$ cat src/rtl/tsf_pkg.sv
package tsf_pkg;

  // symbol codes, low nibble of a digit code; bit 4 is the dot request
  localparam logic [3:0] SYM_BLANK  = 4'd0;
  localparam logic [3:0] SYM_DIGIT0 = 4'd1;
  localparam logic [3:0] SYM_D      = 4'd11;
  localparam logic [3:0] SYM_H      = 4'd12;
  localparam logic [3:0] SYM_N      = 4'd13;

  localparam logic [13:0] DAYS_MAX   = 14'd9999;
  localparam logic [4:0]  HOURS_MAX  = 5'd23;
  localparam logic [5:0]  MINSEC_MAX = 6'd59;
  localparam logic [9:0]  MILLIS_MAX = 10'd999;

  localparam logic [1:0] GRP_DAYS    = 2'd0;
  localparam logic [1:0] GRP_HOURS   = 2'd1;
  localparam logic [1:0] GRP_SECONDS = 2'd2;

  localparam int QDEPTH = 2;

  typedef enum logic [1:0] {
    REG_DISPLAY_MODE = 2'd0,
    REG_DAYS_VIS     = 2'd1,
    REG_HOURS_VIS    = 2'd2,
    REG_SECONDS_VIS  = 2'd3
  } cfg_reg_t;

  typedef logic [4:0] code_t;

  typedef struct packed {
    logic [3:0] tens;
    logic [3:0] ones;
  } tens_t;

  // first front stage: clamped fields, thousands of days and tenths of a second split off
  typedef struct packed {
    logic [3:0] d1000;
    logic [9:0] days_rem;
    logic       bd;
    logic [4:0] hours;
    logic [5:0] mins;
    logic [5:0] secs;
    logic [3:0] u100;
  } fstage_t;

  // decoded item as queued for the back end
  typedef struct packed {
    logic [3:0] d1000;
    logic [3:0] d100;
    logic [3:0] d10;
    logic [3:0] d1;
    logic [3:0] h10;
    logic [3:0] h1;
    logic [3:0] m10;
    logic [3:0] m1;
    logic [3:0] s10;
    logic [3:0] s1;
    logic [3:0] u100;
    logic       bd;
    logic       bh;
    logic       bmin;
    logic       bsec;
  } digits_t;

  typedef struct packed {
    logic [2:0] mode;
    logic [2:0] vis;
  } cfg_t;

  function automatic tens_t split_tens(input logic [6:0] v);
    tens_t r;
    r.tens = 4'd0;
    for (int k = 1; k < 10; k++) begin
      if (v >= 7'(k * 10)) r.tens = 4'(k);
    end
    r.ones = 4'(v - 7'(r.tens) * 7'd10);
    return r;
  endfunction

  function automatic code_t dig(input logic [3:0] n, input logic vis, input logic dot);
    logic [3:0] s;
    s = vis ? 4'(SYM_DIGIT0 + n) : SYM_BLANK;
    return {dot, s};
  endfunction

  function automatic code_t chr(input logic [3:0] sym, input logic vis);
    return {1'b0, (vis ? sym : SYM_BLANK)};
  endfunction

  function automatic logic [6:0] glyph(input logic [3:0] s);
    logic [6:0] g;
    unique case (s)
      4'd1:    g = 7'h3F;
      4'd2:    g = 7'h06;
      4'd3:    g = 7'h5B;
      4'd4:    g = 7'h4F;
      4'd5:    g = 7'h66;
      4'd6:    g = 7'h6D;
      4'd7:    g = 7'h7D;
      4'd8:    g = 7'h07;
      4'd9:    g = 7'h7F;
      4'd10:   g = 7'h6F;
      SYM_D:   g = 7'h5E;
      SYM_H:   g = 7'h74;
      SYM_N:   g = 7'h54;
      default: g = 7'h00;
    endcase
    return g;
  endfunction

  // blank symbol hides its dot request as well
  function automatic logic [7:0] pattern(input code_t c);
    logic [6:0] g;
    g = glyph(c[3:0]);
    if (g == 7'h00) return 8'h00;
    return {c[4], g};
  endfunction

endpackage

$ cat src/rtl/time_to_seven_segment_formatter_top.sv
// Countdown time to seven-segment formatter. Each accepted item (days, hours,
// minutes, seconds, millis) yields three items on the output channel in the
// order days, hours-minutes, seconds group, the last flagged by
// out_last_group. The back end renders one group per cycle while out_stall is
// low; the front end takes new items while earlier ones are still rendered. A
// two-stage front end clamps the fields and splits them into decimal digits,
// then hands the item to a two-entry queue; the back end takes it from the
// queue and registers each group on the output. Configuration writes are always
// ready and take effect for groups rendered afterwards.
module time_to_seven_segment_formatter_top import tsf_pkg::*; (
  input  logic        clk,
  input  logic        rst_n,
  input  logic        in_valid,
  output logic        in_stall,
  input  logic [13:0] in_days,
  input  logic [4:0]  in_hours,
  input  logic [5:0]  in_minutes,
  input  logic [5:0]  in_seconds,
  input  logic [9:0]  in_millis,
  output logic        out_valid,
  input  logic        out_stall,
  output logic [1:0]  out_group,
  output logic [7:0]  out_left_digit,
  output logic [7:0]  out_second_digit,
  output logic [7:0]  out_third_digit,
  output logic [7:0]  out_right_digit,
  output logic        out_colon_on,
  output logic        out_group_changed,
  output logic        out_last_group,
  input  logic        cfg_valid,
  output logic        cfg_ready,
  input  logic [1:0]  cfg_index,
  input  logic [2:0]  cfg_data
);

  cfg_t    cfg_r, cfg_nxt;
  logic    push, q_full, pop, q_valid;
  digits_t push_data, q_data;

  assign cfg_ready = 1'b1;

  always_comb begin
    cfg_nxt = cfg_r;
    if (cfg_valid && cfg_ready) begin
      unique case (cfg_reg_t'(cfg_index))
        REG_DISPLAY_MODE: cfg_nxt.mode   = cfg_data;
        REG_DAYS_VIS:     cfg_nxt.vis[0] = cfg_data[0];
        REG_HOURS_VIS:    cfg_nxt.vis[1] = cfg_data[0];
        REG_SECONDS_VIS:  cfg_nxt.vis[2] = cfg_data[0];
        default: ;
      endcase
    end
  end

  always_ff @(posedge clk) begin
    if (!rst_n) begin
      cfg_r.mode <= 3'd0;
      cfg_r.vis  <= 3'b111;
    end else begin
      cfg_r <= cfg_nxt;
    end
  end

  tsf_front u_front (
    .clk        (clk),
    .rst_n      (rst_n),
    .in_valid   (in_valid),
    .in_stall   (in_stall),
    .in_days    (in_days),
    .in_hours   (in_hours),
    .in_minutes (in_minutes),
    .in_seconds (in_seconds),
    .in_millis  (in_millis),
    .push       (push),
    .push_data  (push_data),
    .q_full     (q_full)
  );

  tsf_queue u_queue (
    .clk       (clk),
    .rst_n     (rst_n),
    .push      (push),
    .push_data (push_data),
    .full      (q_full),
    .pop       (pop),
    .q_valid   (q_valid),
    .q_data    (q_data)
  );

  tsf_back u_back (
    .clk               (clk),
    .rst_n             (rst_n),
    .cfg               (cfg_r),
    .q_valid           (q_valid),
    .q_data            (q_data),
    .pop               (pop),
    .out_valid         (out_valid),
    .out_stall         (out_stall),
    .out_group         (out_group),
    .out_left_digit    (out_left_digit),
    .out_second_digit  (out_second_digit),
    .out_third_digit   (out_third_digit),
    .out_right_digit   (out_right_digit),
    .out_colon_on      (out_colon_on),
    .out_group_changed (out_group_changed),
    .out_last_group    (out_last_group)
  );

endmodule

$ cat src/rtl/tsf_front.sv
module tsf_front import tsf_pkg::*; (
  input  logic        clk,
  input  logic        rst_n,
  input  logic        in_valid,
  output logic        in_stall,
  input  logic [13:0] in_days,
  input  logic [4:0]  in_hours,
  input  logic [5:0]  in_minutes,
  input  logic [5:0]  in_seconds,
  input  logic [9:0]  in_millis,
  output logic        push,
  output digits_t     push_data,
  input  logic        q_full
);

  logic    fr_valid_r, fr_valid_nxt;
  fstage_t fr_r, fr_nxt;
  logic    accept;

  logic [13:0] days_c;
  logic [9:0]  ms_c;
  logic [9:0]  rem;
  logic [6:0]  rem100;
  logic [3:0]  d100;
  tens_t       t_d, t_h, t_m, t_s;

  assign in_stall = fr_valid_r && q_full;
  assign accept   = in_valid && !in_stall;
  assign push     = fr_valid_r && !q_full;

  // stage 1: clamp, split off thousands of days and the tenths of a second
  always_comb begin
    days_c = (in_days > DAYS_MAX) ? DAYS_MAX : in_days;
    ms_c   = (in_millis > MILLIS_MAX) ? MILLIS_MAX : in_millis;
    fr_nxt.d1000 = 4'd0;
    for (int k = 1; k < 10; k++) begin
      if (days_c >= 14'(k * 1000)) fr_nxt.d1000 = 4'(k);
    end
    fr_nxt.days_rem = 10'(days_c - 14'(fr_nxt.d1000) * 14'd1000);
    fr_nxt.bd       = (days_c != 14'd0);
    fr_nxt.u100     = 4'd0;
    for (int k = 1; k < 10; k++) begin
      if (ms_c >= 10'(k * 100)) fr_nxt.u100 = 4'(k);
    end
    fr_nxt.hours = (in_hours > HOURS_MAX) ? HOURS_MAX : in_hours;
    fr_nxt.mins  = (in_minutes > MINSEC_MAX) ? MINSEC_MAX : in_minutes;
    fr_nxt.secs  = (in_seconds > MINSEC_MAX) ? MINSEC_MAX : in_seconds;
  end

  always_comb begin
    fr_valid_nxt = fr_valid_r;
    if (accept)    fr_valid_nxt = 1'b1;
    else if (push) fr_valid_nxt = 1'b0;
  end

  always_ff @(posedge clk) begin
    if (!rst_n) begin
      fr_valid_r <= 1'b0;
    end else begin
      fr_valid_r <= fr_valid_nxt;
    end
  end

  always_ff @(posedge clk) begin
    if (accept) begin
      fr_r <= fr_nxt;
    end
  end

  // stage 2: remaining decimal digits
  always_comb begin
    rem  = fr_r.days_rem;
    d100 = 4'd0;
    for (int k = 1; k < 10; k++) begin
      if (rem >= 10'(k * 100)) d100 = 4'(k);
    end
    rem100 = 7'(rem - 10'(d100) * 10'd100);
    t_d = split_tens(rem100);
    t_h = split_tens(7'(fr_r.hours));
    t_m = split_tens(7'(fr_r.mins));
    t_s = split_tens(7'(fr_r.secs));

    push_data.d1000 = fr_r.d1000;
    push_data.d100  = d100;
    push_data.d10   = t_d.tens;
    push_data.d1    = t_d.ones;
    push_data.h10   = t_h.tens;
    push_data.h1    = t_h.ones;
    push_data.m10   = t_m.tens;
    push_data.m1    = t_m.ones;
    push_data.s10   = t_s.tens;
    push_data.s1    = t_s.ones;
    push_data.u100  = fr_r.u100;
    push_data.bd    = fr_r.bd;
    push_data.bh    = (fr_r.hours != 5'd0);
    push_data.bmin  = (fr_r.mins != 6'd0);
    push_data.bsec  = (fr_r.secs != 6'd0);
  end

endmodule

$ cat src/rtl/tsf_queue.sv
module tsf_queue import tsf_pkg::*; (
  input  logic    clk,
  input  logic    rst_n,
  input  logic    push,
  input  digits_t push_data,
  output logic    full,
  input  logic    pop,
  output logic    q_valid,
  output digits_t q_data
);

  localparam int PW = $clog2(QDEPTH);
  localparam int CW = $clog2(QDEPTH + 1);

  digits_t       mem_r [QDEPTH];
  logic [PW-1:0] wr_r, wr_nxt, rd_r, rd_nxt;
  logic [CW-1:0] cnt_r, cnt_nxt;

  assign full    = (cnt_r == CW'(QDEPTH));
  assign q_valid = (cnt_r != '0);
  assign q_data  = mem_r[rd_r];

  always_comb begin
    wr_nxt  = wr_r;
    rd_nxt  = rd_r;
    cnt_nxt = cnt_r;
    if (push) wr_nxt = (wr_r == PW'(QDEPTH - 1)) ? '0 : PW'(wr_r + 1'b1);
    if (pop)  rd_nxt = (rd_r == PW'(QDEPTH - 1)) ? '0 : PW'(rd_r + 1'b1);
    if (push && !pop)      cnt_nxt = CW'(cnt_r + 1'b1);
    else if (pop && !push) cnt_nxt = CW'(cnt_r - 1'b1);
  end

  always_ff @(posedge clk) begin
    if (!rst_n) begin
      wr_r  <= '0;
      rd_r  <= '0;
      cnt_r <= '0;
    end else begin
      wr_r  <= wr_nxt;
      rd_r  <= rd_nxt;
      cnt_r <= cnt_nxt;
    end
  end

  always_ff @(posedge clk) begin
    if (push) begin
      mem_r[wr_r] <= push_data;
    end
  end

endmodule

$ cat src/rtl/tsf_back.sv
module tsf_back import tsf_pkg::*; (
  input  logic       clk,
  input  logic       rst_n,
  input  cfg_t       cfg,
  input  logic       q_valid,
  input  digits_t    q_data,
  output logic       pop,
  output logic       out_valid,
  input  logic       out_stall,
  output logic [1:0] out_group,
  output logic [7:0] out_left_digit,
  output logic [7:0] out_second_digit,
  output logic [7:0] out_third_digit,
  output logic [7:0] out_right_digit,
  output logic       out_colon_on,
  output logic       out_group_changed,
  output logic       out_last_group
);

  logic [1:0] grp_r, grp_nxt;
  logic       out_valid_r, out_valid_nxt;
  code_t      prev_sym_r [3][4];
  logic [2:0] prev_col_r;
  code_t      cur [4];      // index 0 rightmost
  logic       colon;
  logic       changed;
  logic       adv;

  logic [1:0] grp_r_o;
  logic [7:0] left_r, second_r, third_r, right_r;
  logic       colon_r, changed_r, last_r;

  digits_t    d;
  logic [2:0] mode;
  logic       any_dh, upm, ups, days_big, d_nz;

  assign adv = q_valid && (!out_valid_r || !out_stall);
  assign pop = adv && (grp_r == GRP_SECONDS);
  assign d    = q_data;
  assign mode = cfg.mode;

  always_comb begin
    any_dh   = d.bd || d.bh;
    upm      = d.bd || d.bh || d.bmin;
    ups      = upm || d.bsec;
    days_big = (d.d1000 != 4'd0) || (d.d100 != 4'd0);
    d_nz     = (d.d10 != 4'd0) || (d.d1 != 4'd0);
    for (int i = 0; i < 4; i++) cur[i] = '0;
    colon = 1'b0;
    if (cfg.vis[grp_r]) begin
      unique case (grp_r)
        GRP_DAYS: begin
          if (days_big) begin
            cur[3] = dig(d.d1000, d.d1000 != 4'd0, 1'b0);
            cur[2] = dig(d.d100, 1'b1, 1'b0);
            cur[1] = dig(d.d10, 1'b1, 1'b0);
            cur[0] = dig(d.d1, 1'b1, 1'b0);
          end else if (!mode[2]) begin
            cur[3] = dig(d.d10, d.d10 != 4'd0, 1'b0);
            cur[2] = dig(d.d1, d_nz, 1'b0);
            cur[0] = chr(SYM_D, d_nz);
          end else begin
            cur[1] = dig(d.d10, d.d10 != 4'd0, 1'b0);
            cur[0] = dig(d.d1, d_nz, 1'b0);
          end
        end
        GRP_HOURS: begin
          if (!mode[1]) begin
            cur[3] = dig(d.h10, d.h10 != 4'd0, 1'b0);
            cur[2] = dig(d.h1, upm, 1'b0);
            cur[1] = dig(d.m10, upm, 1'b0);
            cur[0] = dig(d.m1, upm, 1'b0);
            colon  = upm;
          end else if (!mode[2]) begin
            cur[3] = dig(d.h10, d.h10 != 4'd0, 1'b0);
            cur[2] = dig(d.h1, any_dh, 1'b0);
            cur[0] = chr(SYM_H, any_dh);
          end else begin
            cur[1] = dig(d.h10, d.h10 != 4'd0, 1'b0);
            cur[0] = dig(d.h1, any_dh, 1'b0);
          end
        end
        GRP_SECONDS: begin
          unique case (mode[1:0])
            2'b00: begin
              cur[2] = dig(d.s10, d.s10 != 4'd0, 1'b0);
              cur[1] = dig(d.s1, 1'b1, 1'b1);
              cur[0] = dig(d.u100, 1'b1, 1'b0);
            end
            2'b01: begin
              cur[1] = dig(d.s10, d.s10 != 4'd0, 1'b0);
              cur[0] = dig(d.s1, 1'b1, 1'b0);
            end
            2'b10: begin
              cur[3] = dig(d.m10, d.m10 != 4'd0, 1'b0);
              cur[2] = dig(d.m1, upm, 1'b0);
              cur[1] = dig(d.s10, upm || (d.s10 != 4'd0), 1'b0);
              cur[0] = dig(d.s1, ups, 1'b0);
              colon  = upm;
            end
            default: begin
              // blinking dot on the minutes units digit
              if (!mode[2]) begin
                cur[3] = dig(d.m10, d.m10 != 4'd0, 1'b0);
                cur[2] = dig(d.m1, ups, d.u100 < 4'd5);
                cur[0] = chr(SYM_N, ups);
              end else begin
                cur[1] = dig(d.m10, d.m10 != 4'd0, 1'b0);
                cur[0] = dig(d.m1, ups, d.u100 < 4'd5);
              end
            end
          endcase
        end
        default: ;
      endcase
    end
  end

  always_comb begin
    changed = (colon != prev_col_r[grp_r]);
    for (int i = 0; i < 4; i++) begin
      if (cur[i] != prev_sym_r[grp_r][i]) changed = 1'b1;
    end
  end

  always_comb begin
    grp_nxt = grp_r;
    if (adv) grp_nxt = (grp_r == GRP_SECONDS) ? GRP_DAYS : 2'(grp_r + 1'b1);
    out_valid_nxt = adv ? 1'b1 : (out_valid_r && out_stall);
  end

  always_ff @(posedge clk) begin
    if (!rst_n) begin
      grp_r       <= GRP_DAYS;
      out_valid_r <= 1'b0;
      prev_col_r  <= '0;
      for (int g = 0; g < 3; g++) begin
        for (int i = 0; i < 4; i++) prev_sym_r[g][i] <= '0;
      end
    end else begin
      grp_r       <= grp_nxt;
      out_valid_r <= out_valid_nxt;
      if (adv) begin
        prev_col_r[grp_r] <= colon;
        for (int i = 0; i < 4; i++) prev_sym_r[grp_r][i] <= cur[i];
      end
    end
  end

  always_ff @(posedge clk) begin
    if (adv) begin
      grp_r_o   <= grp_r;
      left_r    <= pattern(cur[3]);
      second_r  <= pattern(cur[2]);
      third_r   <= pattern(cur[1]);
      right_r   <= pattern(cur[0]);
      colon_r   <= colon;
      changed_r <= changed;
      last_r    <= (grp_r == GRP_SECONDS);
    end
  end

  assign out_valid         = out_valid_r;
  assign out_group         = grp_r_o;
  assign out_left_digit    = left_r;
  assign out_second_digit  = second_r;
  assign out_third_digit   = third_r;
  assign out_right_digit   = right_r;
  assign out_colon_on      = colon_r;
  assign out_group_changed = changed_r;
  assign out_last_group    = last_r;

endmodule

$ cat config.mk
export PLATFORM = sky130hd
export DESIGN_NAME = time_to_seven_segment_formatter_top
export DESIGN_NICKNAME = d
export VERILOG_FILES = /design/src/rtl/tsf_pkg.sv /design/src/rtl/time_to_seven_segment_formatter_top.sv /design/src/rtl/tsf_front.sv /design/src/rtl/tsf_queue.sv /design/src/rtl/tsf_back.sv
export SDC_FILE = /design/constraint.sdc
export NUM_CORES = 1
export LEC_CHECK = 0
export ABC_CLOCK_PERIOD_IN_PS = 5900
export BUFFER_PORTS_ARGS = -buffer_cell sky130_fd_sc_hd__buf_4
export CORE_AREA = 8 8 145 181
export CTS_BUF_LIST = sky130_fd_sc_hd__clkbuf_8
export DETAILED_ROUTE_END_ITERATION = 12
export DIE_AREA = 0 0 153 189
export PLACE_DENSITY = 0.94
export SLEW_MARGIN = 20
export SYNTH_ARGS = -nofsm -noshare
export SYNTH_HDL_FRONTEND = slang
export SYNTH_SLANG_ARGS = --single-unit
$ cat constraint.sdc
create_clock -name clk -period 5.9 [get_ports clk]
set_input_delay 0.885 -clock clk [delete_from_list [all_inputs] [get_ports clk]]
set_output_delay 0.885 -clock clk [all_outputs]
set_load 0.01 [all_outputs]
==> impl_metrics.yaml, run 1 <==
global_routing:
  grt_max_degree: 46
  grt_pass1_vias: 11000
  grt.overflow.total: 0
  antenna_found_initial: 0
  grt_pass1_wl_mm: 53.8
  grtUsageTotal_pct: 22.8
logic_synthesis:
  ys_seq_elements: 256
  mappedNetlistArea_mm2: 0.0147
  synth_cell_types: 92
  async_reset_ff_share_pct: 0
  synth_edf_count: 236
  ys_warn_count: 0
  synthFlopType: "edfxtp_1"
  avgSynthCellArea_um2: 11.2
  ys_seq_area_share_pct: 50.9
  synth_nets: 1434
  synth_cells: 1314
setup_path:
  required_ns: 6.17
  end_kind: "flip-flop"
  crit_arrival_ns: 5.50
  cp_max_fo: 9
  start_kind: "flip-flop"
  startpoint: "u_front.rem[5]"
  worstSetupPathType: "flip-flop to flip-flop"
  r2r-start: "u_front.rem[5]"
cts:
  cts_max_level: 2
  cts_hold_buf: 0
  insertion_delay_ns: 0.55
  cts_sinks: 256
  clockBufferDepth: 3
  cts_setup_buffers: 0
  cts_buffers: 39
  cts_tree: "yes"
  clockRootBuffer: "clkbuf_8"
  cts_resized: 0
  path_clk_slew_ns: 0.06
floorplan:
  die_area_mm2: 0.0289
  rows: 63
  die_h_um: 189
  die_w_um: 153
  core_mm2: 0.0234
  ios: 91
  initial_core_util_pct: 62.9
layout:
  nets: 1510
  num_antenna_cells: 0
  fin_area_mm2: 0.0163
  syn2layout_area_growth_pct: 10.5
  utilization_pct: 69.5
  drive_gt1_share_pct: 14.5
sta:
  relSlewSlack_pct: 29.6
  setup_tns_ns: 0
  layout_setup_ws_ns: 0.667
  finalHoldViolCount: 0
  setup_viol: 0
  tightest_slew_ns: 1.05
  rsz0062_at_grt: "no"
  fmax_mhz: 191
  fin_skew_ns: 0.0307
  period_share_pct: 88.7
  period_minus_slack_ns: 5.23
  slew_viol_final: 0
power:
  p_sw_mw: 2.93
  ir_drop_mv: 0.376
  p_seq_share_pct: 35.3
  p_int_mw: 4.58
  share_comb_of_total_power_pct: 46.1
  power_density_mw_per_mm2: 462
  netSwitchingFraction_pct: 39.0
  clkPwrFrac_pct: 18.6
  total_power_mw: 7.51
  power_leakage_nw: 6.05
job:
  drv_cap: 0
hold_path:
  hold_class: "flip-flop to flip-flop"
  hp-start: "u_front.rem[0]"
route:
  drt_iter0_markers: 984
  drtPass1Iterations: 5
  vias: 10900
  wire_per_inst_um: 19.5
  postRouteAntennaNets: 0
  drt_wl_total_mm: 33.4
  drc: 0
  via_per_inst: 6.36
run_status:
  status: "complete, no violations"
place:
  routabilityCongestion: 0.952
  dp_worst_setup_slack_ns: 0.337
  dpl_cell_area_mm2: 0.0155
  io_buffers: 86
  hpwl_mm: 24.0
[cell usage in the layout (no fill, tap or decap), types with 28 or more instances in the layout]
master / n
a21oi_1: 60
buf_4: 100
clkbuf_8: 41
edfxtp_1: 236
ha_1: 59
inv_1: 99
mux2i_1: 52
nand2_1: 73
nand3_1: 28
nor2_1: 129
nor3_1: 38
o21ai_0: 47
xnor2_1: 43
[Yosys cell counts (all sizes together) (28+ instances only)]
master / count / area share [%]
clkbuf: 46 / 1.2
mux2i: 55 / 3.8
inv: 90 / 2.3
nand2: 74 / 1.9
nor3: 43 / 1.7
xnor2: 43 / 2.6
nand3: 28 / 0.95
a21oi: 60 / 2.0
ha: 59 / 5.0
edfxtp: 236 / 48
nor2: 130 / 3.3
o21ai: 55 / 1.9
[per-stage QoR]
step	hold slack, ns	std cells
floorplan	0.421	1314
global placement	0.423	1641
detailed placement	0.436	1641
CTS	0.444	1711
global route	0.463	1711
finish	0.439	1711
[worst paths after layout]
| kind | endpoint | slack, ns | depth (start not counted) |
|---|---|---|---|
| worst max-delay path | u_queue.mem_r[0][35] | 0.67 | 17 |
| worst max register to register | u_queue.mem_r[0][35] | 0.67 | 17 |
| worst min register to register | u_queue.mem_r[0][32] | 0.44 | 0 |
| worst min-delay path | u_queue.mem_r[0][32] | 0.44 | 0 |
[state kept, by name, summed over array words and instances (netlist names), 3 cells and up, named ones only]
name	flops
cfg_r	6
u_back.out_second_digit	8
u_back.out_third_digit	8
u_back.out_right_digit	8
u_back.prev_sym_r	76
u_front.push_data	9
u_front.rem	10
u_back.out_left_digit	7
u_queue.mem_r	88
u_back.prev_col_r	3
u_front.fr_r	17
[area by class of cell]
class,instances,area (µm²)
repair buffers,100,751
clock inverters,29,173
well taps,292,365
multi-input cells,902,6590
clock buffers,41,564
inverters,91,342
flip-flops and latches,256,7490
fillers,1595,7140
[worst max-delay path, cell delays in order (launching register included)]
cell,delay (ns)
edfxtp_1,0.50
or3_1,0.43
a21bo_2,0.23
a32oi_1,0.30
a21o_1,0.24
ha_1,0.18
inv_1,0.06
fa_1,0.44
a21o_1,0.18
a21oi_1,0.24
xor2_1,0.46
xnor2_1,0.22
a311o_1,0.40
o2111a_1,0.18
ha_1,0.21
fa_1,0.37
xor2_1,0.17
xor2_1,0.16
[power by group through the flow]
stage,clock network [mW],logic [mW],registers (mW)
finish,1.40,3.46,2.65
global placement,0,3.22,2.67
global route,1.49,3.81,2.67
CTS,1.41,3.41,2.65
floorplan,0,2.54,2.66
detailed placement,0,3.37,2.68
[logic make-up (layout without fill, tap and decap cells)]
kind of cell / count (synthesis) / after routing / synth area share (%)
AND/OR/NAND/NOR: 409 / 409 / 14.1
flip-flops: 256 / 256 / 50.9
buffers and inverters: 156 / 261 / 4.49
AO/OA/AOI/OAI: 278 / 278 / 13.0
adder cells (fa/ha/maj): 71 / 71 / 6.51
XOR/XNOR: 59 / 59 / 3.51
multiplexers: 83 / 83 / 7.41
other: 2 / 2 / 0.0510
[routing by layer]
| layer | global-route usage [%] | vias up | share of wire [%] |
|---|---|---|---|
| li1 | - | 5046 | - |
| met1 | 24.9 | 5247 | 37 |
| met2 | 42.8 | 486 | 53 |
| met3 | 3.72 | 107 | 6.5 |
| met4 | 10.4 | 0 | 3.9 |
| met5 | 0 | - | 0 |
Power figures use the tool's default switching activity.
==> run 2, diff against run 1 <==
Settings changed: CORE_AREA 8 8 145 181 to 8 8 191 138, DIE_AREA 0 0 153 189 to 0 0 199 146, PLACE_DENSITY 0.94 to 0.95.
==> run 2 against run 1 <==
Sequential power about the same. Sequential share of layout area down 0.31 points. Clock-buffer cell count is 1 higher. Critical endpoint unchanged. Total power grew 1.8%. Die area rose by 0.47%. First-iteration DRC count rose by 16%. Cell count rose by 1.9%. Clock power grew 4%. Combinational power is 2% higher. Via count grew 1.7%. Utilization rose by 0.67 points.
==> impl_metrics.yaml, run 2 (same netlist as run 1, synthesis figures left out) <==
run_status:
  status: "complete, no violations"
layout:
  largest_register_ffs: 88
  fillCellCount: 1607
  mostFrequentLayoutCells: "edfxtp_1 (236), nor2_1 (129), inv_1 (103), buf_4 (101), nand2_1 (73)"
  syn2layout_area_growth_pct: 11.3
  utilization_pct: 70.2
  top_register: "u_queue.mem_r"
  fin_cells: 1744
  fin_area_mm2: 0.0164
  nets: 1514
  layout_commonest_cell: "edfxtp_1"
  top_regs: "u_queue.mem_r x88, u_back.prev_sym_r x76, u_front.fr_r x17"
  num_antenna_cells: 0
  drive_gt1_share_pct: 15.0
route:
  via_per_inst: 6.35
  postRouteAntennaNets: 0
  wire_per_inst_um: 20.4
  drc: 0
  drt_iter0_markers: 1140
  drtPass1Iterations: 5
  vias: 11100
  drt_wl_total_mm: 35.6
setup_path:
  required_ns: 6.26
  cp_max_fo: 9
  end_kind: "flip-flop"
  worstSetupPathType: "flip-flop to flip-flop"
  start_kind: "flip-flop"
  crit_arrival_ns: 5.65
floorplan:
  rows: 47
  ios: 91
  die_area_mm2: 0.0291
  die_h_um: 146
  die_w_um: 199
  initial_core_util_pct: 63.0
  core_mm2: 0.0233
cts:
  path_clk_slew_ns: 0.07
  cts_buffers: 41
  cts_resized: 0
  cts_hold_buf: 0
  clockRootBuffer: "clkbuf_8"
  cts_setup_buffers: 0
  cts_sinks: 256
  clockBufferDepth: 3
  cts_max_level: 2
  cts_tree: "yes"
  insertion_delay_ns: 0.55
place:
  routabilityCongestion: 0.956
  io_buffers: 86
  hpwl_mm: 25.4
  dpl_cell_area_mm2: 0.0156
  dp_cells: 1668
sta:
  relSlewSlack_pct: 27.7
  slew_viol_final: 0
  period_share_pct: 89.6
  finalHoldViolCount: 0
  rsz0062_at_grt: "no"
  fmax_mhz: 189
  period_minus_slack_ns: 5.29
  whs_ns: 0.454
  setup_tns_ns: 0
  setup_viol: 0
  fin_skew_ns: 0.0140
  tightest_slew_ns: 1.08
global_routing:
  grt_use_met1_pct: 33.8
  grt.overflow.total: 0
  grtUsageTotal_pct: 24.3
  gr-usage-met2_pct: 38.0
  grt_pass1_vias: 10900
  use_met3_pct: 5.27
  grt_pass1_wl_mm: 57.0
  grt_max_degree: 46
  antenna_found_initial: 0
  grt_busiest_layer: "met2"
job:
  drv_cap: 0
power:
  power_leakage_nw: 6.09
  ir_drop_mv: 0.864
  power_density_mw_per_mm2: 467
hold_path:
  hold_class: "flip-flop to flip-flop"
[run 2: layout make-up]
class	count	area, µm²	share of cell area, %
Multi-Input combinational cell	902	6600	40.3
Clock buffer	42	578	3.53
Sequential cell	256	7490	45.7
Timing Repair Buffer	102	778	4.75
Inverter	91	342	2.09
Tap cell	318	398	2.43
Clock inverter	33	194	1.18
[run 2: final timing paths]
| check | from | to | slack, ns | depth (start not counted) |
|---|---|---|---|---|
| min | u_front.push_data[6] | u_queue.mem_r[0][6] | 0.45 | 0 |
| max | u_front.rem[5] | u_queue.mem_r[0][35] | 0.61 | 17 |
| min reg2reg | u_front.push_data[6] | u_queue.mem_r[0][6] | 0.45 | 0 |
| max reg2reg | u_front.rem[5] | u_queue.mem_r[0][35] | 0.61 | 17 |
[run 2: report_power, final]
part / internal, mW / leakage (nW) / switching, mW
clock: 0.753 / 0.439 / 0.706
combinational: 1.34 / 3.26 / 2.19
sequential: 2.51 / 2.39 / 0.140
[run 2: routing by layer]
layer / up-vias / wire, µm
met4: 0 / 780
met3: 76 / 3810
li1: 5058 / -
met1: 5294 / 14800
met2: 645 / 16200
met5: - / 0
[run 2: critical path, stage by stage (launching register included)]
cell	delay, ns
edfxtp_1	0.50
or3_1	0.43
a21bo_2	0.23
a32oi_1	0.27
a21o_1	0.23
ha_1	0.22
inv_1	0.07
fa_1	0.42
a21o_1	0.19
a21oi_1	0.25
xor2_1	0.45
xnor2_1	0.23
a311o_1	0.39
o2111a_1	0.18
ha_1	0.22
fa_1	0.38
xor2_1	0.18
xor2_1	0.24
[run 2: stage by stage]
step	power (mW)	setup WS, ns
2_1_floorplan	5.21	0.658
3_3_place_gp	5.92	0.544
3_5_place_dp	6.11	0.400
4_1_cts	7.58	0.659
5_1_grt	8.13	0.220
6_report	7.64	0.613
